===== config.mk =====
export PLATFORM = sky130hd
export DESIGN_NAME = rgb565_to_yuy2_decimator
export DESIGN_NICKNAME = d
export VERILOG_FILES = /design/src/r2y_pkg.sv /design/src/r2y_front.sv /design/src/r2y_queue.sv /design/src/r2y_back.sv /design/src/rgb565_to_yuy2_decimator.sv
export SDC_FILE = /design/constraint.sdc
export NUM_CORES = 1
export LEC_CHECK = 0
export BUFFER_PORTS_ARGS = -buffer_cell sky130_fd_sc_hd__buf_2
export CORE_UTILIZATION = 29
export CTS_CLUSTER_SIZE = 25
export DETAILED_ROUTE_END_ITERATION = 12
export HOLD_SLACK_MARGIN = 0.03
export SYNTH_ARGS = -nofsm -noshare
export SYNTH_HDL_FRONTEND = slang
export SYNTH_SLANG_ARGS = --single-unit

===== constraint.sdc =====
create_clock -name clock -period 14.4 [get_ports clock]
set_input_delay 1.44 -clock clock [delete_from_list [all_inputs] [get_ports clock]]
set_output_delay 1.44 -clock clock [all_outputs]
set_load 0.02 [all_outputs]

===== src/r2y_pkg.sv =====
// shared types, constants and colour functions of the rgb565 to yuy2 decimator
package r2y_pkg;

   localparam int R2Y_MAX_LINE    = 4096;
   localparam int R2Y_QUEUE_DEPTH = 4;

   localparam int R2Y_CSR_W      = 13;
   localparam int R2Y_CSR_IDX_W  = 3;
   localparam int R2Y_PICK_W     = 24;
   localparam int R2Y_ROW_W      = 12;
   localparam int R2Y_OUT_CNT_W  = 13;

   localparam logic [R2Y_ROW_W-1:0] R2Y_ROW_LAST = '1;

   localparam logic [R2Y_CSR_W-1:0] R2Y_SRC_WIDTH_RST  = 13'd800;
   localparam logic [R2Y_CSR_W-1:0] R2Y_X_STEP_RST     = 13'd1;
   localparam logic [R2Y_CSR_W-1:0] R2Y_Y_STEP_RST     = 13'd1;
   localparam logic [R2Y_CSR_W-1:0] R2Y_OUT_WIDTH_RST  = 13'd800;
   localparam logic [R2Y_CSR_W-1:0] R2Y_OUT_HEIGHT_RST = 13'd640;

   localparam logic [7:0] R2Y_Y_COEF_R = 8'd77;
   localparam logic [7:0] R2Y_Y_COEF_G = 8'd150;
   localparam logic [7:0] R2Y_Y_COEF_B = 8'd29;
   localparam logic signed [8:0] R2Y_CB_COEF = 9'sd144;
   localparam logic signed [8:0] R2Y_CR_COEF = 9'sd183;
   localparam logic signed [10:0] R2Y_CHROMA_OFS = 11'sd128;
   localparam logic signed [10:0] R2Y_PIX_MAX    = 11'sd255;

   typedef enum logic [R2Y_CSR_IDX_W-1:0] {
      R2Y_REG_SRC_WIDTH  = 3'd0,
      R2Y_REG_X_STEP     = 3'd1,
      R2Y_REG_Y_STEP     = 3'd2,
      R2Y_REG_OUT_WIDTH  = 3'd3,
      R2Y_REG_OUT_HEIGHT = 3'd4
   } csr_index_type;

   typedef struct packed {
      logic [15:0] pixel;
      logic        start_of_frame;
   } req_type;

   typedef struct packed {
      logic [7:0] luma_first;
      logic [7:0] chroma_u;
      logic [7:0] luma_second;
      logic [7:0] chroma_v;
      logic       end_of_line;
      logic       end_of_frame;
   } rsp_type;

   typedef struct packed {
      logic [15:0] pixel_first;
      logic [15:0] pixel_second;
      logic        end_of_line;
      logic        end_of_frame;
   } pair_type;

   typedef struct packed {
      logic     valid;
      pair_type pair;
   } pair_push_type;

   function automatic logic [7:0] red8(input logic [15:0] p);
      return {p[15:11], 3'b000};
   endfunction

   function automatic logic [7:0] green8(input logic [15:0] p);
      return {p[10:5], 2'b00};
   endfunction

   function automatic logic [7:0] blue8(input logic [15:0] p);
      return {p[4:0], 3'b000};
   endfunction

   // weights sum to 256, so the sum never exceeds 16 bits
   function automatic logic [7:0] luma8(input logic [7:0] r, input logic [7:0] g,
                                        input logic [7:0] b);
      logic [15:0] sum;
      sum = 16'(R2Y_Y_COEF_R) * 16'(r) + 16'(R2Y_Y_COEF_G) * 16'(g)
          + 16'(R2Y_Y_COEF_B) * 16'(b);
      return sum[15:8];
   endfunction

   function automatic logic [7:0] clamp8(input logic signed [10:0] v);
      logic [7:0] res;
      if (v < 11'sd0) begin
         res = 8'd0;
      end else if (v > R2Y_PIX_MAX) begin
         res = 8'd255;
      end else begin
         res = v[7:0];
      end
      return res;
   endfunction

endpackage


===== src/r2y_front.sv =====
// front end: configuration registers, raster counters and pixel pairing
module r2y_front import r2y_pkg::*; #(
   parameter int MAX_LINE = R2Y_MAX_LINE
) (
   input  logic                     clock,
   input  logic                     reset,
   input  logic                     req_valid,
   output logic                     req_stall,
   input  req_type                  req_data,
   input  logic                     csr_we,
   input  logic [R2Y_CSR_IDX_W-1:0] csr_index,
   input  logic [R2Y_CSR_W-1:0]     csr_wdata,
   input  logic                     queue_full,
   output pair_push_type            push
);

   localparam int CW   = $clog2(MAX_LINE);
   localparam int CMPW = (CW + 1 > R2Y_CSR_W) ? CW + 1 : R2Y_CSR_W;

   logic [R2Y_CSR_W-1:0] src_width_ff, x_step_ff, y_step_ff, out_width_ff, out_height_ff;

   logic [CW-1:0]            col_ff, col_in;
   logic [R2Y_ROW_W-1:0]     row_ff, row_in;
   logic [R2Y_PICK_W-1:0]    npc_ff, npc_in, npr_ff, npr_in;
   logic [R2Y_OUT_CNT_W-1:0] ocol_ff, ocol_in, orow_ff, orow_in;
   logic                     done_ff, done_in;
   logic [15:0]              held_ff, held_in;

   logic                     accept;
   logic [CW-1:0]            col;
   logic [R2Y_ROW_W-1:0]     row;
   logic [R2Y_PICK_W-1:0]    npc, npr;
   logic [R2Y_OUT_CNT_W-1:0] ocol, orow, ow, orow_nx;
   logic                     done, row_sel, pick, line_end, eol;
   logic [CMPW-1:0]          col_nx;

   assign req_stall = queue_full;
   assign accept    = req_valid && !queue_full;

   always_ff @(posedge clock) begin
      if (reset) begin
         src_width_ff  <= R2Y_SRC_WIDTH_RST;
         x_step_ff     <= R2Y_X_STEP_RST;
         y_step_ff     <= R2Y_Y_STEP_RST;
         out_width_ff  <= R2Y_OUT_WIDTH_RST;
         out_height_ff <= R2Y_OUT_HEIGHT_RST;
      end else if (csr_we) begin
         case (csr_index)
            R2Y_REG_SRC_WIDTH:  src_width_ff  <= csr_wdata;
            R2Y_REG_X_STEP:     x_step_ff     <= csr_wdata;
            R2Y_REG_Y_STEP:     y_step_ff     <= csr_wdata;
            R2Y_REG_OUT_WIDTH:  out_width_ff  <= csr_wdata;
            R2Y_REG_OUT_HEIGHT: out_height_ff <= csr_wdata;
            default: ;
         endcase
      end
   end

   always_comb begin
      col  = req_data.start_of_frame ? '0 : col_ff;
      row  = req_data.start_of_frame ? '0 : row_ff;
      npc  = req_data.start_of_frame ? '0 : npc_ff;
      npr  = req_data.start_of_frame ? '0 : npr_ff;
      ocol = req_data.start_of_frame ? '0 : ocol_ff;
      orow = req_data.start_of_frame ? '0 : orow_ff;
      done = req_data.start_of_frame ? 1'b0 : done_ff;

      ow      = {out_width_ff[R2Y_CSR_W-1:1], 1'b0};
      row_sel = !done && (npr == R2Y_PICK_W'(row)) && (orow < out_height_ff);
      pick    = row_sel && (npc == R2Y_PICK_W'(col)) && (ocol < ow);
      eol     = (14'(ocol) + 14'd1) == 14'(ow);
      col_nx  = CMPW'(col) + CMPW'(1);
      line_end = (col_nx >= CMPW'(src_width_ff)) || (col_nx >= CMPW'(MAX_LINE));
      orow_nx = orow + R2Y_OUT_CNT_W'(1);

      push.valid             = accept && pick && ocol[0];
      push.pair.pixel_first  = held_ff;
      push.pair.pixel_second = req_data.pixel;
      push.pair.end_of_line  = eol;
      push.pair.end_of_frame = eol && ((14'(orow) + 14'd1) == 14'(out_height_ff));

      held_in = held_ff;
      col_in  = col;
      row_in  = row;
      npc_in  = npc;
      npr_in  = npr;
      ocol_in = ocol;
      orow_in = orow;
      done_in = done;

      if (pick) begin
         if (!ocol[0]) begin
            held_in = req_data.pixel;
         end
         ocol_in = ocol + R2Y_OUT_CNT_W'(1);
         npc_in  = npc + R2Y_PICK_W'(x_step_ff);
      end

      if (line_end) begin
         col_in = '0;
         if (row < R2Y_ROW_LAST) begin
            row_in = row + R2Y_ROW_W'(1);
         end
         if (row_sel) begin
            orow_in = orow_nx;
            npr_in  = npr + R2Y_PICK_W'(y_step_ff);
            if (orow_nx >= out_height_ff) begin
               done_in = 1'b1;
            end
         end
         ocol_in = '0;
         npc_in  = '0;
      end else begin
         col_in = col + CW'(1);
      end
   end

   always_ff @(posedge clock) begin
      if (reset) begin
         held_ff <= '0;
         col_ff  <= '0;
         row_ff  <= '0;
         npc_ff  <= '0;
         npr_ff  <= '0;
         ocol_ff <= '0;
         orow_ff <= '0;
         done_ff <= 1'b0;
      end else if (accept) begin
         held_ff <= held_in;
         col_ff  <= col_in;
         row_ff  <= row_in;
         npc_ff  <= npc_in;
         npr_ff  <= npr_in;
         ocol_ff <= ocol_in;
         orow_ff <= orow_in;
         done_ff <= done_in;
      end
   end

endmodule


===== src/r2y_queue.sv =====
// short pair queue between front end and colour conversion
module r2y_queue import r2y_pkg::*; #(
   parameter int DEPTH = R2Y_QUEUE_DEPTH
) (
   input  logic          clock,
   input  logic          reset,
   input  pair_push_type push,
   output logic          full,
   output logic          head_valid,
   output pair_type      head,
   input  logic          pop
);

   localparam int PW = $clog2(DEPTH);
   localparam int NW = $clog2(DEPTH + 1);

   pair_type        store_ff [DEPTH];
   logic [PW-1:0]   wptr_ff, wptr_in, rptr_ff, rptr_in;
   logic [NW-1:0]   count_ff, count_in;
   logic            do_push, do_pop;

   assign full       = (count_ff == NW'(DEPTH));
   assign head_valid = (count_ff != '0);
   assign head       = store_ff[rptr_ff];
   assign do_push    = push.valid && !full;
   assign do_pop     = pop && head_valid;

   always_comb begin
      wptr_in  = wptr_ff;
      rptr_in  = rptr_ff;
      count_in = count_ff;
      if (do_push) begin
         wptr_in = (wptr_ff == PW'(DEPTH - 1)) ? '0 : wptr_ff + PW'(1);
      end
      if (do_pop) begin
         rptr_in = (rptr_ff == PW'(DEPTH - 1)) ? '0 : rptr_ff + PW'(1);
      end
      if (do_push && !do_pop) begin
         count_in = count_ff + NW'(1);
      end else if (!do_push && do_pop) begin
         count_in = count_ff - NW'(1);
      end
   end

   always_ff @(posedge clock) begin
      if (reset) begin
         wptr_ff  <= '0;
         rptr_ff  <= '0;
         count_ff <= '0;
      end else begin
         wptr_ff  <= wptr_in;
         rptr_ff  <= rptr_in;
         count_ff <= count_in;
      end
   end

   always_ff @(posedge clock) begin
      if (do_push) begin
         store_ff[wptr_ff] <= push.pair;
      end
   end

endmodule


===== src/r2y_back.sv =====
// back end: two-stage bt.601 conversion of a pixel pair with output register
module r2y_back import r2y_pkg::*; (
   input  logic     clock,
   input  logic     reset,
   input  logic     in_valid,
   output logic     in_ready,
   input  pair_type in_pair,
   output logic     rsp_valid,
   input  logic     rsp_stall,
   output rsp_type  rsp_data
);

   logic       s1_valid_ff;
   logic [7:0] y0_ff, y1_ff, ya_ff, ra_ff, ba_ff;
   logic       eol_ff, eof_ff;
   logic       rsp_valid_ff;
   rsp_type    rsp_ff;

   logic       out_ready, s1_ready, s1_load;
   logic [8:0] r_sum, g_sum, b_sum;
   logic [7:0] ra_in, ga_in, ba_in;
   logic signed [8:0]  du, dv;
   logic signed [17:0] tu, tv;
   logic signed [10:0] u_pre, v_pre;
   rsp_type    rsp_in;

   assign out_ready = !rsp_valid_ff || !rsp_stall;
   assign s1_ready  = !s1_valid_ff || out_ready;
   assign in_ready  = s1_ready;
   assign s1_load   = in_valid && s1_ready;

   always_comb begin
      r_sum = 9'(red8(in_pair.pixel_first))   + 9'(red8(in_pair.pixel_second));
      g_sum = 9'(green8(in_pair.pixel_first)) + 9'(green8(in_pair.pixel_second));
      b_sum = 9'(blue8(in_pair.pixel_first))  + 9'(blue8(in_pair.pixel_second));
      ra_in = r_sum[8:1];
      ga_in = g_sum[8:1];
      ba_in = b_sum[8:1];
   end

   always_ff @(posedge clock) begin
      if (reset) begin
         s1_valid_ff <= 1'b0;
      end else if (s1_ready) begin
         s1_valid_ff <= in_valid;
      end
   end

   always_ff @(posedge clock) begin
      if (s1_load) begin
         y0_ff  <= luma8(red8(in_pair.pixel_first), green8(in_pair.pixel_first),
                         blue8(in_pair.pixel_first));
         y1_ff  <= luma8(red8(in_pair.pixel_second), green8(in_pair.pixel_second),
                         blue8(in_pair.pixel_second));
         ya_ff  <= luma8(ra_in, ga_in, ba_in);
         ra_ff  <= ra_in;
         ba_ff  <= ba_in;
         eol_ff <= in_pair.end_of_line;
         eof_ff <= in_pair.end_of_frame;
      end
   end

   // arithmetic shift gives the floor of the scaled difference
   always_comb begin
      du    = $signed({1'b0, ba_ff}) - $signed({1'b0, ya_ff});
      dv    = $signed({1'b0, ra_ff}) - $signed({1'b0, ya_ff});
      tu    = du * R2Y_CB_COEF;
      tv    = dv * R2Y_CR_COEF;
      u_pre = $signed(tu[17:8]) + R2Y_CHROMA_OFS;
      v_pre = $signed(tv[17:8]) + R2Y_CHROMA_OFS;
      rsp_in.luma_first   = y0_ff;
      rsp_in.chroma_u     = clamp8(u_pre);
      rsp_in.luma_second  = y1_ff;
      rsp_in.chroma_v     = clamp8(v_pre);
      rsp_in.end_of_line  = eol_ff;
      rsp_in.end_of_frame = eof_ff;
   end

   always_ff @(posedge clock) begin
      if (reset) begin
         rsp_valid_ff <= 1'b0;
      end else if (out_ready) begin
         rsp_valid_ff <= s1_valid_ff;
      end
   end

   always_ff @(posedge clock) begin
      if (out_ready && s1_valid_ff) begin
         rsp_ff <= rsp_in;
      end
   end

   assign rsp_valid = rsp_valid_ff;
   assign rsp_data  = rsp_ff;

endmodule


===== src/rgb565_to_yuy2_decimator.sv =====
// top level of the rgb565 to yuy2 nearest-neighbour decimator
//
//   channel  ports             moves per transfer
//   req      req_valid/stall   one rgb565 source pixel with start of frame mark
//   rsp      rsp_valid/stall   one y0 u y1 v group with end of line/frame marks
//   csr      csr_we            one 13-bit register write, no handshake back
//
// one source pixel per cycle while req_stall is low; rsp_valid rises after the edge that takes
// a pair's second pixel, through the queue entry, the luma stage and the output register
// req_stall rises only when the pair queue holds QUEUE_DEPTH pairs
// synchronous reset clears counters, queue and pipeline valids and sets the csr registers to their defaults
module rgb565_to_yuy2_decimator import r2y_pkg::*; #(
   parameter int MAX_LINE    = R2Y_MAX_LINE,
   parameter int QUEUE_DEPTH = R2Y_QUEUE_DEPTH
) (
   input  logic                     clock,
   input  logic                     reset,
   input  logic                     req_valid,
   output logic                     req_stall,
   input  req_type                  req_data,
   output logic                     rsp_valid,
   input  logic                     rsp_stall,
   output rsp_type                  rsp_data,
   input  logic                     csr_we,
   input  logic [R2Y_CSR_IDX_W-1:0] csr_index,
   input  logic [R2Y_CSR_W-1:0]     csr_wdata
);

   pair_push_type push;
   logic          queue_full, head_valid, back_ready;
   pair_type      head;

   r2y_front #(
      .MAX_LINE (MAX_LINE)
   ) u_front (
      .clock      (clock),
      .reset      (reset),
      .req_valid  (req_valid),
      .req_stall  (req_stall),
      .req_data   (req_data),
      .csr_we     (csr_we),
      .csr_index  (csr_index),
      .csr_wdata  (csr_wdata),
      .queue_full (queue_full),
      .push       (push)
   );

   r2y_queue #(
      .DEPTH (QUEUE_DEPTH)
   ) u_queue (
      .clock      (clock),
      .reset      (reset),
      .push       (push),
      .full       (queue_full),
      .head_valid (head_valid),
      .head       (head),
      .pop        (back_ready)
   );

   r2y_back u_back (
      .clock     (clock),
      .reset     (reset),
      .in_valid  (head_valid),
      .in_ready  (back_ready),
      .in_pair   (head),
      .rsp_valid (rsp_valid),
      .rsp_stall (rsp_stall),
      .rsp_data  (rsp_data)
   );

endmodule


==> impl_results.md <==
* Critical Path AT at 8.74 ns
* Crit path top cell by count: ha_1
* Cell Area, Placed at 30,300 um2
* Actual slew at the worst max-slew pin at 1.15 ns
* Register-to-register setup slack at 5.98 ns
* Critical path's slowest cell: mux4_2
* Die W at 316 um
* Max Fclk at 119 MHz
* Clock Skew at 0.0275 ns
* Metal2 WL at 30.0 mm
* Clk_lat worst skew at 0.60 ns
* Number of synthesized flops with an enable pin at 208
* Layout Cells excl Fill at 4,182
* Via/cell ratio at 4.74
* Worst r2r path cells at 28
* Final Hold Fails at 0
* Number of buffers created by CTS at 46
* Number of remaining DRC errors at 0
* Ratio of cells with drive above 1 in the final layout at 8.40%
* Routed wire length per instance at 15.3 um
* Clk root buf: clkbuf_16
* H-tree depth at 2
* Overall routing resource usage at 13.1%
* Synthesis Warnings at 0
* Final worst path period need at 8.42 ns
* # Max-Cap Violations at 0
* Tcrit/Tclk final at 58.5%
* Clock transition at path regs at 0.06 ns
* Synth Area per Inst at 10.1 um2
* Worst-path fanout max at 27
* # rows at 114
* CP peak stage delay at 0.68 ns
* CTS Sinks at 398
* Hold_buf cts at 0
* CP Capture Point: u_back.ya_ff[7]
* Via count at 19.8k
* PostCTS Resize Cnt at 0
* Area of the multi-input gates at 16,800 um2
* IO Count at 74
* Seq. cell area at 10,100 um2
* Port bufs at 73
* Setup bufs post-CTS at 0
* Crit start category: register
* Initial Util at 29.4%
* DRT antenna net count at 0
* RSZ-0062 raised after global routing: no
* Synth Instances at 2,820
* Cell variety after synth at 94
* Initial DRC count at 986
* Max-slew violations at 0
* M1 WL at 29.0 mm
* Nets at 3,422
* CTS tree: done
* Final wirelength at 64.0 mm
* Slew HR at 23.5%
* Critical Path RT at 14.72 ns
* Hold Path Class: reg2reg
* CP Depth at 28
* Setup TNS at 0 ns
* Vias in the first global route at 19.8k
* Syn Nets at 3,373
* WS Path Type: reg2reg
* End of the worst register-to-register path: u_back.ya_ff[7]
* HPWL Detailed at 47.4 mm
* Post-synthesis instance area at 28,500 um2
* Status: completed
* Final setup violating endpoints at 0
* Gr ovfl total at 0
* Final Cell Area at 31,900 um2
* Clock Tree Buf Depth at 3
* Ys flop type: edfxtp_1
* Crit end category: register
* Met3 wire len at 3.37 mm
* Largest net degree at the start of global routing at 72
* Core ar. at 97,100 um2
* Initial antenna violation count at 14
* Seq/Total Area, Yosys at 35.2%
* FILL cells at 9,934
* 1st-pass router iterations at 5
* Delay-heaviest family, CP: adder cells
* Gpl congestion at 0.814
* First-pass GRT wire length at 104 mm
* Top Metal Used: met5
* Die area at 99,700 um2
* Placed Cells at 4,097
* Async S/R FF share, synth at 0%
* Area growth syn-to-layout at 11.6%
* Die Height at 316 um
* Worst path bufs/invs at 3
* Yosys reg bits at 398
[per-layer routing]
metal,GRT usage [%],vias up
met2,22.1,287
met4,3.39,14
met1,16.9,9490
met3,2.74,96
met5,0,-
li1,-,9930
[state kept, by name, indices dropped and copies added, names as in the netlist, 13 cells and up, named ones only]
signal and count:
u_front.npr_ff 24, u_front.orow_ff 13, u_front.out_height_ff 13, u_front.ocol_ff 13
u_front.y_step_ff 13, u_front.npc_ff 24, u_front.x_step_ff 13, u_front.src_width_ff 13
u_front.held_ff 16, u_queue.store_ff 136, u_back.rsp_data 34
[synthesized netlist by cell type, types with 60 or more instances]
| cell | instances | area, um2 |
|---|---|---|
| inv_1 | 358 | 1340 |
| dfxtp_1 | 190 | 3800 |
| nor2_1 | 103 | 387 |
| clkbuf_1 | 60 | 225 |
| nor2b_1 | 73 | 457 |
| ha_1 | 402 | 5030 |
| a21oi_1 | 200 | 1000 |
| nand2_1 | 264 | 991 |
| fa_1 | 113 | 2260 |
| edfxtp_1 | 208 | 6250 |
| xnor2_1 | 142 | 1240 |
| nand3_1 | 75 | 375 |
[layout by cell type (no fill, tap or decap), types with 44 or more instances in the layout]
cell	Yosys	final
a21o_1	44	44
a21oi_1	200	200
buf_2	9	72
clkbuf_16	0	46
dfxtp_1	190	189
edfxtp_1	208	208
fa_1	113	113
ha_1	402	402
inv_1	358	358
nand2_1	264	264
nand3_1	75	75
nor2_1	103	103
nor2b_1	73	72
o21ai_0	59	59
xnor2_1	142	142
xor2_1	53	53
[worst reg2reg max path: cells and delay by family, from the launching register on]
family                     cells  cell delay [ns]
adders and majority gates     12             4.27
DFF                            1             0.49
buffers and inverters          3             0.64
and+or+nand+nor                3             0.44
AOI/OAI and AO/OA              7             1.33
muxes                          1             0.69
xor gates and xnor gates       2             0.31
[final cells by class]
class                   instances  area share [%]
clock inverters                24           0.950
repair buffers                 89            1.53
inverters                     360            4.24
flip-flops and latches        398            31.5
well taps                    1276            5.01
clock buffers                  60            3.95
diodes                          1         0.00785
multi-input cells            1974            52.8
[kinds of logic (layout without fill, tap and decap cells)]
| family | count (synthesis) | after routing | share of synthesized area (%) |
|---|---|---|---|
| buffers and inverters | 448 | 533 | 5.99 |
| adder cells (fa/ha/maj) | 515 | 515 | 25.6 |
| multiplexers | 51 | 51 | 3.34 |
| other | 0 | 1 | 0 |
| AO/OA/AOI/OAI | 492 | 492 | 11.2 |
| XOR/XNOR | 197 | 197 | 6.14 |
| flip-flops | 398 | 398 | 35.2 |
| AND/OR/NAND/NOR | 719 | 719 | 12.5 |
[worst min path at each step]
stage	depth (start not counted)	from	end
3_3_place_gp	0	u_back.y1_ff[1]	u_back.rsp_data[11]
3_5_place_dp	0	u_back.y1_ff[7]	u_back.rsp_data[17]
4_1_cts	0	u_back.y1_ff[7]	u_back.rsp_data[17]
2_1_floorplan	0	u_back.eof_ff	u_back.rsp_data[0]
5_1_grt	0	u_back.y0_ff[7]	u_back.rsp_data[33]
6_report	0	u_back.y1_ff[7]	u_back.rsp_data[17]
[per-stage QoR]
stage	setup WS, ns	utilization (%)	hold WS, ns
global placement	5.97	31.2	0.405
floorplan	5.89	-	0.400
finish	5.98	32.8	0.417
global route	5.36	32.8	0.424
CTS	5.87	32.8	0.419
detailed placement	5.92	31.2	0.405
Power is left out: the tool's default activity adds up to more than one toggle a clock period on the data nets, which glitch-free logic cannot reach.
